File: config.mk
export PLATFORM = sky130hd
export DESIGN_NAME = bounded_deque_with_delete_by_key_core
export DESIGN_NICKNAME = d
export VERILOG_FILES = /design/src/hdl/bdq_pkg.sv /design/src/hdl/bdq_ram.sv /design/src/hdl/bounded_deque_with_delete_by_key_core.sv
export SDC_FILE = /design/constraint.sdc
export NUM_CORES = 2
export LEC_CHECK = 0
export BUFFER_PORTS_ARGS = -buffer_cell sky130_fd_sc_hd__buf_2
export CORE_MARGIN = 10
export CORE_UTILIZATION = 50
export CTS_CLUSTER_SIZE = 28
export DETAILED_ROUTE_END_ITERATION = 16
export PLACE_DENSITY_LB_ADDON = 0.1
export SYNTH_ARGS = -nofsm -noshare
export SYNTH_HDL_FRONTEND = slang
export SYNTH_SLANG_ARGS = --single-unit
File: constraint.sdc
create_clock -name i_clk -period 6.9 [get_ports i_clk]
set_clock_uncertainty 0.2 [all_clocks]
set_input_delay 1.38 -clock i_clk [delete_from_list [all_inputs] [get_ports i_clk]]
set_output_delay 1.38 -clock i_clk [all_outputs]
set_load 0.01 [all_outputs]
File: src/hdl/bdq_pkg.sv
// shared constants, codes and slot arithmetic for the bounded deque
package bdq_pkg;

    localparam int CAPACITY = 64;
    localparam int ADDR_W   = $clog2(CAPACITY);
    localparam int CNT_W    = $clog2(CAPACITY + 1);
    localparam int SUM_W    = CNT_W + 1;
    localparam int VAL_W    = 32;
    localparam int FUNC_W   = 3;
    localparam int STAT_W   = 2;
    localparam int OCNT_W   = 7;
    localparam int IN_W     = 40;
    localparam int OUT_W    = 48;

    typedef logic [FUNC_W-1:0] t_func;
    typedef logic [STAT_W-1:0] t_status;
    typedef logic [ADDR_W-1:0] t_addr;
    typedef logic [CNT_W-1:0]  t_cnt;
    typedef logic [VAL_W-1:0]  t_val;

    localparam t_func F_INS_FRONT = 3'd0;
    localparam t_func F_INS_BACK  = 3'd1;
    localparam t_func F_REM_FRONT = 3'd2;
    localparam t_func F_REM_BACK  = 3'd3;
    localparam t_func F_REM_KEY   = 3'd4;

    localparam t_status ST_OK        = 2'd0;
    localparam t_status ST_EMPTY     = 2'd1;
    localparam t_status ST_NOT_FOUND = 2'd2;
    localparam t_status ST_FULL      = 2'd3;

    // physical slot of list position pos, front at fp
    function automatic t_addr slot_of(input t_addr fp, input t_cnt pos);
        logic [SUM_W-1:0] sum;
        sum = SUM_W'(fp) + SUM_W'(pos);
        if (sum >= SUM_W'(CAPACITY)) begin
            sum = sum - SUM_W'(CAPACITY);
        end
        return sum[ADDR_W-1:0];
    endfunction

    function automatic t_addr slot_inc(input t_addr a);
        return (a == ADDR_W'(CAPACITY - 1)) ? '0 : a + 1'b1;
    endfunction

    function automatic t_addr slot_dec(input t_addr a);
        return (a == '0) ? ADDR_W'(CAPACITY - 1) : a - 1'b1;
    endfunction

endpackage

File: src/hdl/bdq_ram.sv
// simple dual-port ram, one write and one registered read per cycle
module bdq_ram #(
    parameter int DEPTH = 64,
    parameter int WIDTH = 32,
    parameter int AW    = $clog2(DEPTH)
) (
    input  logic             i_clk,
    input  logic             i_we,
    input  logic [AW-1:0]    i_waddr,
    input  logic [WIDTH-1:0] i_wdata,
    input  logic [AW-1:0]    i_raddr,
    output logic [WIDTH-1:0] o_rdata
);

    logic [WIDTH-1:0] r_mem [DEPTH];
    logic [WIDTH-1:0] r_rdata;

    always_ff @(posedge i_clk) begin
        if (i_we) begin
            r_mem[i_waddr] <= i_wdata;
        end
        r_rdata <= r_mem[i_raddr];
    end

    assign o_rdata = r_rdata;

endmodule

File: src/hdl/bounded_deque_with_delete_by_key_core.sv
// bounded deque with removal by key: control sequencer around the entry ram
//
//  port group      dir   word fields (lsb first)
//  s_axis_*        in    func[2:0], value[34:3], zero fill to 40 bits
//  m_axis_*        out   status[1:0], item_value[33:2], entry_count[40:34], zero fill
//
// insert and ignored codes go from decode straight to the output state, front/back removal waits for its ram read.
// removal by key makes one ram read per list position for the search, then one read and
// one write per later entry while closing the gap.
// a new word is taken while the previous result still waits at the output register.
// i_rst_n (synchronous) clears pointer, count and control; the ram needs no clearing.
module bounded_deque_with_delete_by_key_core
    import bdq_pkg::*;
(
    input  logic             i_clk,
    input  logic             i_rst_n,
    input  logic             s_axis_tvalid,
    output logic             s_axis_tready,
    input  logic [IN_W-1:0]  s_axis_tdata,   // func, value
    output logic             m_axis_tvalid,
    input  logic             m_axis_tready,
    output logic [OUT_W-1:0] m_axis_tdata    // status, item_value, entry_count
);

    localparam logic [2:0] S_IDLE   = 3'd0;
    localparam logic [2:0] S_DECODE = 3'd1;
    localparam logic [2:0] S_RDWAIT = 3'd2;
    localparam logic [2:0] S_SEARCH = 3'd3;
    localparam logic [2:0] S_SHIFT  = 3'd4;
    localparam logic [2:0] S_OUT    = 3'd5;

    logic [2:0] r_state, n_state;
    t_addr      r_fp, n_fp;
    t_cnt       r_count, n_count;
    t_func      r_func, n_func;
    t_val       r_val, n_val;
    t_cnt       r_pos, n_pos;
    t_cnt       r_chk_pos, n_chk_pos;
    t_cnt       r_wpos, n_wpos;
    logic       r_sh_valid, n_sh_valid;
    t_status    r_res_status, n_res_status;
    t_val       r_res_item, n_res_item;
    logic       r_ovalid, n_ovalid;
    t_status    r_ostatus, n_ostatus;
    t_val       r_oitem, n_oitem;
    t_cnt       r_ocount, n_ocount;

    logic  ram_we;
    t_addr ram_waddr;
    t_val  ram_wdata;
    t_addr ram_raddr;
    t_val  ram_rdata;
    t_cnt  rd_pos;
    t_cnt  last_pos;
    logic  is_full;
    logic  is_empty;
    logic  in_fire;
    logic  out_free;

    bdq_ram #(
        .DEPTH(CAPACITY),
        .WIDTH(VAL_W),
        .AW   (ADDR_W)
    ) u_ram (
        .i_clk  (i_clk),
        .i_we   (ram_we),
        .i_waddr(ram_waddr),
        .i_wdata(ram_wdata),
        .i_raddr(ram_raddr),
        .o_rdata(ram_rdata)
    );

    assign is_full  = (r_count == CNT_W'(CAPACITY));
    assign is_empty = (r_count == '0);
    assign last_pos = r_count - 1'b1;
    assign in_fire  = s_axis_tvalid && s_axis_tready;
    assign out_free = !r_ovalid || m_axis_tready;

    assign s_axis_tready = (r_state == S_IDLE);
    assign m_axis_tvalid = r_ovalid;
    assign m_axis_tdata  = {{(OUT_W - STAT_W - VAL_W - OCNT_W){1'b0}},
                            OCNT_W'(r_ocount), r_oitem, r_ostatus};

    // back removal reads the last position, everything else walks r_pos
    assign rd_pos    = (r_state == S_DECODE && r_func == F_REM_BACK) ? last_pos : r_pos;
    assign ram_raddr = slot_of(r_fp, rd_pos);

    always_comb begin
        n_state      = r_state;
        n_fp         = r_fp;
        n_count      = r_count;
        n_func       = r_func;
        n_val        = r_val;
        n_pos        = r_pos;
        n_chk_pos    = r_chk_pos;
        n_wpos       = r_wpos;
        n_sh_valid   = r_sh_valid;
        n_res_status = r_res_status;
        n_res_item   = r_res_item;
        n_ovalid     = r_ovalid;
        n_ostatus    = r_ostatus;
        n_oitem      = r_oitem;
        n_ocount     = r_ocount;
        ram_we       = 1'b0;
        ram_waddr    = slot_of(r_fp, r_wpos);
        ram_wdata    = ram_rdata;

        if (r_ovalid && m_axis_tready) begin
            n_ovalid = 1'b0;
        end

        unique case (r_state)
            S_IDLE: begin
                if (in_fire) begin
                    n_func  = s_axis_tdata[FUNC_W-1:0];
                    n_val   = s_axis_tdata[FUNC_W +: VAL_W];
                    n_pos   = '0;
                    n_state = S_DECODE;
                end
            end
            S_DECODE: begin
                n_res_status = ST_OK;
                n_res_item   = '0;
                n_state      = S_OUT;
                priority if (r_func == F_INS_FRONT || r_func == F_INS_BACK) begin
                    if (is_full) begin
                        n_res_status = ST_FULL;
                    end else begin
                        ram_we     = 1'b1;
                        ram_wdata  = r_val;
                        n_res_item = r_val;
                        n_count    = r_count + 1'b1;
                        if (r_func == F_INS_FRONT) begin
                            ram_waddr = slot_dec(r_fp);
                            n_fp      = slot_dec(r_fp);
                        end else begin
                            ram_waddr = slot_of(r_fp, r_count);
                        end
                    end
                end else if (r_func == F_REM_FRONT || r_func == F_REM_BACK
                             || r_func == F_REM_KEY) begin
                    if (is_empty) begin
                        n_res_status = ST_EMPTY;
                    end else if (r_func == F_REM_KEY) begin
                        // position 0 is being read now
                        n_pos     = CNT_W'(1);
                        n_chk_pos = '0;
                        n_state   = S_SEARCH;
                    end else begin
                        n_state = S_RDWAIT;
                    end
                end else begin
                    // unused codes: nothing changes
                    n_res_status = ST_OK;
                end
            end
            S_RDWAIT: begin
                n_res_status = ST_OK;
                n_res_item   = ram_rdata;
                n_count      = r_count - 1'b1;
                if (r_func == F_REM_FRONT) begin
                    n_fp = slot_inc(r_fp);
                end
                n_state = S_OUT;
            end
            S_SEARCH: begin
                n_pos     = r_pos + 1'b1;
                n_chk_pos = r_pos;
                priority if (ram_rdata == r_val) begin
                    n_res_status = ST_OK;
                    n_res_item   = ram_rdata;
                    if (r_chk_pos == '0) begin
                        n_fp    = slot_inc(r_fp);
                        n_count = r_count - 1'b1;
                        n_state = S_OUT;
                    end else if (r_chk_pos == last_pos) begin
                        n_count = r_count - 1'b1;
                        n_state = S_OUT;
                    end else begin
                        // close the gap: read p+1 on entering the shift, write it to p in the cycle after
                        n_pos      = r_chk_pos + 1'b1;
                        n_wpos     = r_chk_pos;
                        n_sh_valid = 1'b0;
                        n_state    = S_SHIFT;
                    end
                end else if (r_chk_pos == last_pos) begin
                    n_res_status = ST_NOT_FOUND;
                    n_res_item   = '0;
                    n_state      = S_OUT;
                end else begin
                    n_state = S_SEARCH;
                end
            end
            S_SHIFT: begin
                n_pos      = r_pos + 1'b1;
                n_sh_valid = 1'b1;
                if (r_sh_valid) begin
                    ram_we    = 1'b1;
                    ram_waddr = slot_of(r_fp, r_wpos);
                    ram_wdata = ram_rdata;
                    n_wpos    = r_wpos + 1'b1;
                    if (r_wpos == r_count - CNT_W'(2)) begin
                        n_count = r_count - 1'b1;
                        n_state = S_OUT;
                    end
                end
            end
            S_OUT: begin
                if (out_free) begin
                    n_ovalid  = 1'b1;
                    n_ostatus = r_res_status;
                    n_oitem   = r_res_item;
                    n_ocount  = r_count;
                    n_state   = S_IDLE;
                end
            end
            default: begin
                n_state = S_IDLE;
            end
        endcase
    end

    always_ff @(posedge i_clk) begin
        if (!i_rst_n) begin
            r_state    <= S_IDLE;
            r_fp       <= '0;
            r_count    <= '0;
            r_ovalid   <= 1'b0;
            r_sh_valid <= 1'b0;
        end else begin
            r_state    <= n_state;
            r_fp       <= n_fp;
            r_count    <= n_count;
            r_ovalid   <= n_ovalid;
            r_sh_valid <= n_sh_valid;
        end
    end

    always_ff @(posedge i_clk) begin
        r_func       <= n_func;
        r_val        <= n_val;
        r_pos        <= n_pos;
        r_chk_pos    <= n_chk_pos;
        r_wpos       <= n_wpos;
        r_res_status <= n_res_status;
        r_res_item   <= n_res_item;
        r_ostatus    <= n_ostatus;
        r_oitem      <= n_oitem;
        r_ocount     <= n_ocount;
    end

endmodule
Word level (Yosys, flattened, before mapping)
Memory sizes are Yosys's and may differ from the RTL's. A register that Yosys moved wholly into a read port is not among the register bits. Index checks and enable logic that the tools add are counted.

Add/subtract/negate cells: 14. Mux-type cells: 85. Magnitude comparators: 3. Equality and inequality tests: 32. Reduce and logical (&&, ||, !) cells: 28.

Operator list (count): $mux 32 (7); $mux 7 (24); $pmux 32 s3 (1); $mux 6 (15); $pmux 7 s4 (2); $eq 32x32->1 (1); $add 7x1->7 const B (4); $pmux 7 s2 (2); $mux 3 (9); $add 6x7->8 (3); $ge 8x7->1 const B (3); $sub 6x1->6 const B (4); $ne 2x2->1 const B (11); $pmux 3 s6 (1); $pmux 6 s3 (1); $mux 1 (15); $eq 7x7->1 (2); $logic_not 7->1 (2); $reduce_and 7->1 (2); $eq 3x2->1 const B (4); $mux 2 (5); $ne 2x1->1 const B (5); $reduce_and 5->1 (2); $eq 3x3->1 const B (3); other kinds (20) (34).

Bits in writable memories: 2048. Memories: 1. Register bits after elaboration: 149. Logic and storage cells: 178. Input port bits: 44. Output and inout port bits: 50.

Memory list: u_ram.r_mem (words 64, width 32, read ports 1, clocked after memory_dff 1, wr ports 1, line bdq_ram.sv:15) `logic [WIDTH-1:0] r_mem [DEPTH];`.

Longest topological paths before layout
Depth after elaboration: 7. Gate-level depth with buffers: 15. Mapped depth without buffers: 13.

Hierarchy
From an unflattened synthesis, not the netlist that was laid out.

Cells, all modules: 4201. Area total of the unflattened synthesis: 87184.9 um^2.

Modules (own cells, without submodules): bdq_ram (area each 79039.6 um^2, instances 1, cells each 3511, seq. area each 62139.6 um^2); bounded_deque_with_delete_by_key_core (area each 8145.3 um^2, instances 1, cells each 690, seq. area each 4294.1 um^2).

Worst setup path before layout
No wires, ideal clock.

Path kind: register -> register. Start point: reg r_fp[0]. End point: mem u_ram.r_mem[12][0], enable pin. Setup time: 461 ps. Data required time: 6239 ps. Slack: 1674 ps. Period minus slack after synthesis: 5226 ps. Data arrival time: 4565 ps. Cell stages (with the launch flop): 10. Buffers on the path: 1. Path through: dfxtp_1 ha_1 fa_1 a21o_1 a21oi_1 xnor2_1 mux2_2 o32a_1 clkbuf_1 nor3_1.

Longest elaborated chain between the ends: 7. Elaborated cells between the ends (all ways): 15. Classes of those cells: add/sub (5); order compare (2); mux (7); reduce/logical (1).

Ends and longest elaborated chain: from (decl) (line bounded_deque_with_delete_by_key_core.sv:33) `t_addr r_fp, n_fp;`; from (signal assigned) (line bounded_deque_with_delete_by_key_core.sv:232) `r_fp <= n_fp;`; $add 6x7->8 (line bdq_pkg.sv:35) `sum = SUM_W'(fp) + SUM_W'(pos);`; $ge 8x7->1 or $sub 6x1->6 (tied branches) (line bdq_pkg.sv:36, bdq_pkg.sv:37); $mux 6 (line bdq_pkg.sv:36) `if (sum >= SUM_W'(CAPACITY)) begin`; $mux 6 (line bounded_deque_with_delete_by_key_core.sv:133) `if (r_func == F_INS_FRONT) begin`; $mux 6 (line bounded_deque_with_delete_by_key_core.sv:126) `if (is_full) begin`; $mux 6 (line bounded_deque_with_delete_by_key_core.sv:125) `priority if (r_func == F_INS_FRONT || r_func == F_INS_BACK) begin`; $mux 6 *; to (decl) (line bdq_ram.sv:15).

Mark *: on every way between the ends. The rest lies on a longest branch, timed or not.

Final worst setup path
Start point: reg r_state[2]. End point: reg u_ram.r_rdata[18], in the netlist u_ram.o_rdata[18], read port of u_ram.r_mem.

Longest elaborated chain between the ends: 6. Elaborated cells between the ends (all ways): 7. Classes of those cells: add/sub (2); order compare (1); eq/ne (1); mux (2); reduce/logical (1).

Ends and longest elaborated chain: from (decl) (line bounded_deque_with_delete_by_key_core.sv:32) `logic [2:0] r_state, n_state;`; from (signal assigned) (line bounded_deque_with_delete_by_key_core.sv:231) `r_state <= n_state;`; $eq 3x1->1 * (line bounded_deque_with_delete_by_key_core.sv:85) `assign rd_pos = (r_state == S_DECODE && r_func == F_REM_BACK) ? last_pos : r_pos;`; $logic_and 1x1->1 * (line bounded_deque_with_delete_by_key_core.sv:85); $mux 7 * (line bounded_deque_with_delete_by_key_core.sv:85); $add 6x7->8 * (line bdq_pkg.sv:35); $ge 8x7->1 or $sub 6x1->6 (tied branches) (line bdq_pkg.sv:36, bdq_pkg.sv:37); $mux 6 * (line bdq_pkg.sv:36); to (decl) (line bdq_ram.sv:16) `logic [WIDTH-1:0] r_rdata;`.

Marks and branches as above. A chain may end at the register's enable or synchronous reset.

==> results.txt <==
The run finished with clean final reports. The worst hold path begins at r_res_item[23]. After clock tree synthesis, the clock-pin slew on the worst setup and hold paths is 0.07 ns.

The detailed router placed 40700 vias in this run. In the routed layout, each cell is associated on average with a via count of 6.16. The cell family with the largest share of critical-path delay is multiplexers.

The combinational family with the most area after synthesis is multiplexers. The arrival time at the worst endpoint is 6.20 ns. The synthesized-area fraction occupied by ao, oa, aoi and oai cells came out at 1.33%. The floorplan die area is 191000 sq um. Of the total synthesized cell area, the portion taken by AND, OR, NAND and NOR gates is 1.95%. The pin count of the biggest net entering global routing came out at 84.

The clock sink total is 2229. TritonCTS built the clock tree. The max-slew violation count is 0. The overall routing resource usage is 22.2%. STA classifies the critical path startpoint as a flip-flop. The quantity of hold-fixing buffers added after cts came out at 0.

The number of nets in the layout is 4176. For hold timing, the worst endpoint is r_oitem[23]. The hold violation total from the final report came out at 0.

Counting distinct cell types in the post-synthesis netlist gives 75. No sink is reached through more buffers than the 3 on the longest clock path. The die is 437 um wide.

The core box area is 172000 sq um. Of all nets on the critical path, the largest fanout is 37. The HPWL after detailed placement came out at 120000 um. The total negative slack is 0 ns.

The time the final worst path needs with I/O delays and setup is 5.70 ns. The critical path contains buffers and inverters numbering 2 combined. In this run the tightest slew margin relative to its limit is 10.9%. The synthesized-area fraction occupied by xor and xnor cells came out at 0.918%. The total of warnings raised by yosys is 0. The number of nets with antenna violations after detailed routing is 0.

The sequential standard cell area came out at 66400 sq um. Wires add up to 214000 um. The floorplan has 152 rows.

The worst ir drop on vdd is 0.362 mV. The instance count after placement with tap cells included is 6184. The worst path uses 82.6% of the clock period.

The highest clock frequency the design can meet is 175 MHz. Max-cap violations in this run came to 0. The most common library cell in the layout ignoring fill and taps is sky130_fd_sc_hd__edfxtp_1.

The first routing iteration left 4468 violations. The number of cells traversed by the worst hold path came out at 0. The sum of internal, switching and leakage power is 0.0423 W. The final estimated routing congestion in global placement came out at 0.841. OpenSTA, run right after detailed placement, puts the worst setup slack at 1.29 ns. The filler cell count is 12600. The startpoint identified for the worst register-to-register timing path is r_state[2]. The cell sitting at the root of the clock tree is a sky130_fd_sc_hd__clkbuf_16. The reg-to-reg critical path endpoint is u_ram.o_rdata[18].

The number of standard cells after synthesis is 3853. The minimum setup slack among reg-to-reg paths came out at 1.20 ns. In this run the number of H-tree levels came out at 4. The mux cell area share after synthesis is 17.9%.

The required arrival time at the worst endpoint came out at 7.40 ns. The leakage power is 31.1 nW. After synthesis the netlist holds a flip-flop and latch count of 2229. Measured in cells, the most critical reg-to-reg path has a length of 12. The worst setup path is captured at a flip-flop. The number of optimization iterations in the first detailed-route pass came out at 7. For the worst-skew pair, the clock arrives at the later sink with an insertion delay of 0.86 ns. The slowest stage of the critical path is the sky130_fd_sc_hd__fa_4 cell. The area added between synthesis and finish is 13.1%. The power density over the cells is 430 nW/um^2. The first global-routing pass estimated 307000 um of wire. The via count of the first global-routing pass was 41200. Sequential cells were found to cover 76.4% of the synthesized design area. The height of the die came out at 437 um.

The post-layout instance count excluding filler cells came out at 6606. The initial standard-cell utilization of the core is 50.5%. In the synthesized netlist the dominant register cell turns out to be sky130_fd_sc_hd__edfxtp_1.

Summed over all layers, the global routing overflow is 0. The top cell types in the final layout, fill and taps aside, are sky130_fd_sc_hd__edfxtp_1 (2179), sky130_fd_sc_hd__mux4_2 (640), sky130_fd_sc_hd__clkbuf_16 (228). The async set-or-reset flop fraction in the synthesized netlist is 0%.

Setup repair after global routing left no endpoint under its margin. Counting stages on the worst path, the most repeated cell is sky130_fd_sc_hd__mux2i_1. The worst hold path belongs to the class reg -> reg. The area of the mapped netlist is 86900 sq um. The final routed wire length divided by cell count came out at 32.3 um. The number of antenna violations at the first check in global routing came out at 4.

The buffer count from post-CTS setup fixing came out at 0. After layout, the worst setup slack is 1.20 ns. The ratio of cells with drive above 1 in the final layout came out at 30.6%. The DRC violation count after routing is 0.

The total of buffers placed on input and output ports is 81. The number of clock buffers added by TritonCTS is 225. Walking the worst path, the cells encountered are nand2b_1, nor2_1, and3_1, mux2i_1, ha_4, inv_1, fa_4, buf_12, mux4_2, mux4_2, mux2i_1, mux2i_1. The area occupied by multi-input gates came out at 20200 sq um. The startpoint-to-endpoint class of the critical path is reg -> reg. The number of gates given a new drive strength after cts is 0. For the pin with the worst max-slew slack, the measured transition is 1.33 ns. The setup violation total in the final timing report is 0. The adder-cell share of the synthesized area came out at 0.472%. The most critical setup path has its startpoint at r_state[2]. On the worst path, the slowest cell contributes a delay of 1.29 ns. The synthesized design contains 2179 enable-type register cells. The top-level I/O count came out at 94.

The mean instance size in the synthesized netlist came out at 22.6 sq um.
==> worst max path at each step <==
stage	cells after the start	to	slack, ns
after floorplan	9	u_ram.r_mem[12][0]	1.67
after global placement	13	u_ram.o_rdata[26]	1.31
after detailed placement	12	u_ram.o_rdata[5]	1.29
after CTS	13	u_ram.o_rdata[26]	1.27
after global routing	12	u_ram.o_rdata[5]	0.97
final	12	u_ram.o_rdata[18]	1.20
==> routing by layer <==
metal,vias to the layer above,part of all wire (%),track usage (%)
met1,22200,43,32.5
met5,-,0,0
met2,1411,48,35.1
met3,287,6.1,3.53
li1,16800,-,-
met4,0,2.5,6.03
==> stage by stage <==
stage               hold WS (ns)  area [sq um]  util, %
floorplan                  0.200         87000        -
global placement           0.203         91400     53.0
detailed placement         0.205         91400     53.0
CTS                        0.214         98300     57.1
global route               0.219         98300     57.1
finish                     0.213         98300     57.1
==> flip-flops by register name, summed over array words and instances (netlist names) <==
name and flops:
r_sh_valid 1, r_func 3, r_state 3, r_val 32, r_fp 6, r_chk_pos 7
r_count 7, m_axis_tvalid 1, r_oitem 32, r_wpos 7, r_ocount 7, r_pos 7
r_ostatus 2, r_res_status 2, r_res_item 32, u_ram.r_mem 2048, u_ram.o_rdata 32
==> synth_stat cells, types with 3 or more instances <==
cell type / instances / area, sq um
sky130_fd_sc_hd__buf_4: 7 / 52.6
sky130_fd_sc_hd__clkbuf_1: 137 / 514
sky130_fd_sc_hd__o31ai_1: 3 / 22.5
sky130_fd_sc_hd__nor2b_1: 5 / 31.3
sky130_fd_sc_hd__nand2_1: 146 / 548
sky130_fd_sc_hd__fa_1: 3 / 60.1
sky130_fd_sc_hd__o21a_1: 5 / 37.5
sky130_fd_sc_hd__o32ai_1: 4 / 35.0
sky130_fd_sc_hd__a21oi_1: 33 / 165
sky130_fd_sc_hd__buf_2: 3 / 15.0
sky130_fd_sc_hd__nor3b_1: 4 / 30.0
sky130_fd_sc_hd__nand2b_1: 19 / 119
sky130_fd_sc_hd__inv_1: 19 / 71.3
sky130_fd_sc_hd__a21boi_0: 6 / 45.0
sky130_fd_sc_hd__buf_1: 64 / 240
sky130_fd_sc_hd__nor3_1: 45 / 225
sky130_fd_sc_hd__nand3_1: 24 / 120
sky130_fd_sc_hd__dfxtp_1: 50 / 1000
sky130_fd_sc_hd__and3_1: 13 / 81.3
sky130_fd_sc_hd__a31oi_1: 3 / 18.8
sky130_fd_sc_hd__o21ai_0: 31 / 155
sky130_fd_sc_hd__ha_1: 28 / 350
sky130_fd_sc_hd__a21o_1: 5 / 37.5
sky130_fd_sc_hd__o21bai_1: 4 / 30.0
sky130_fd_sc_hd__and2_1: 4 / 25.0
sky130_fd_sc_hd__xor2_1: 17 / 149
sky130_fd_sc_hd__a22o_1: 32 / 280
sky130_fd_sc_hd__mux2i_1: 110 / 1100
sky130_fd_sc_hd__or3_1: 4 / 25.0
sky130_fd_sc_hd__mux4_2: 640 / 14400
sky130_fd_sc_hd__or2_2: 8 / 50.1
sky130_fd_sc_hd__xnor2_1: 69 / 604
sky130_fd_sc_hd__edfxtp_1: 2179 / 65400
sky130_fd_sc_hd__nand4_1: 10 / 62.6
sky130_fd_sc_hd__nor2_1: 64 / 240
sky130_fd_sc_hd__o22ai_1: 4 / 25.0
==> report_power, final <==
group	total, W	switching, W	internal (W)
Sequential	0.0177	0.000329	0.0174
Clock	0.0115	0.00503	0.00648
Combinational	0.0130	0.00765	0.00540
==> logic make-up (layout without fill, tap and decap cells) <==
group / after synthesis / in the layout
DFF: 2229 / 2229
muxes: 751 / 751
and+or+nand+nor: 361 / 361
buffers and inverters: 232 / 667
AOI/OAI and AO/OA: 160 / 160
xor gates and xnor gates: 88 / 88
adders and majority gates: 31 / 31
other: 1 / 9
==> worst register-to-register path, cell delays in order, from the launching register on <==
cell	delay, ns
sky130_fd_sc_hd__dfxtp_1	0.45
sky130_fd_sc_hd__nand2b_1	0.30
sky130_fd_sc_hd__nor2_1	0.15
sky130_fd_sc_hd__and3_1	0.42
sky130_fd_sc_hd__mux2i_1	0.41
sky130_fd_sc_hd__ha_4	0.20
sky130_fd_sc_hd__inv_1	0.06
sky130_fd_sc_hd__fa_4	1.29
sky130_fd_sc_hd__buf_12	0.37
sky130_fd_sc_hd__mux4_2	0.41
sky130_fd_sc_hd__mux4_2	0.52
sky130_fd_sc_hd__mux2i_1	0.61
sky130_fd_sc_hd__mux2i_1	0.15
==> layout make-up <==
type	count	area share (%)
Sequential cell	2229	67.6
Multi-Input combinational cell	1398	20.5
Clock buffer	292	6.14
Tap cell	2310	2.94
Timing Repair Buffer	228	1.83
Clock inverter	128	0.928
Inverter	19	0.0725
Antenna cell	2	0.00509
Note: power is estimated with default switching activity, not from simulation.
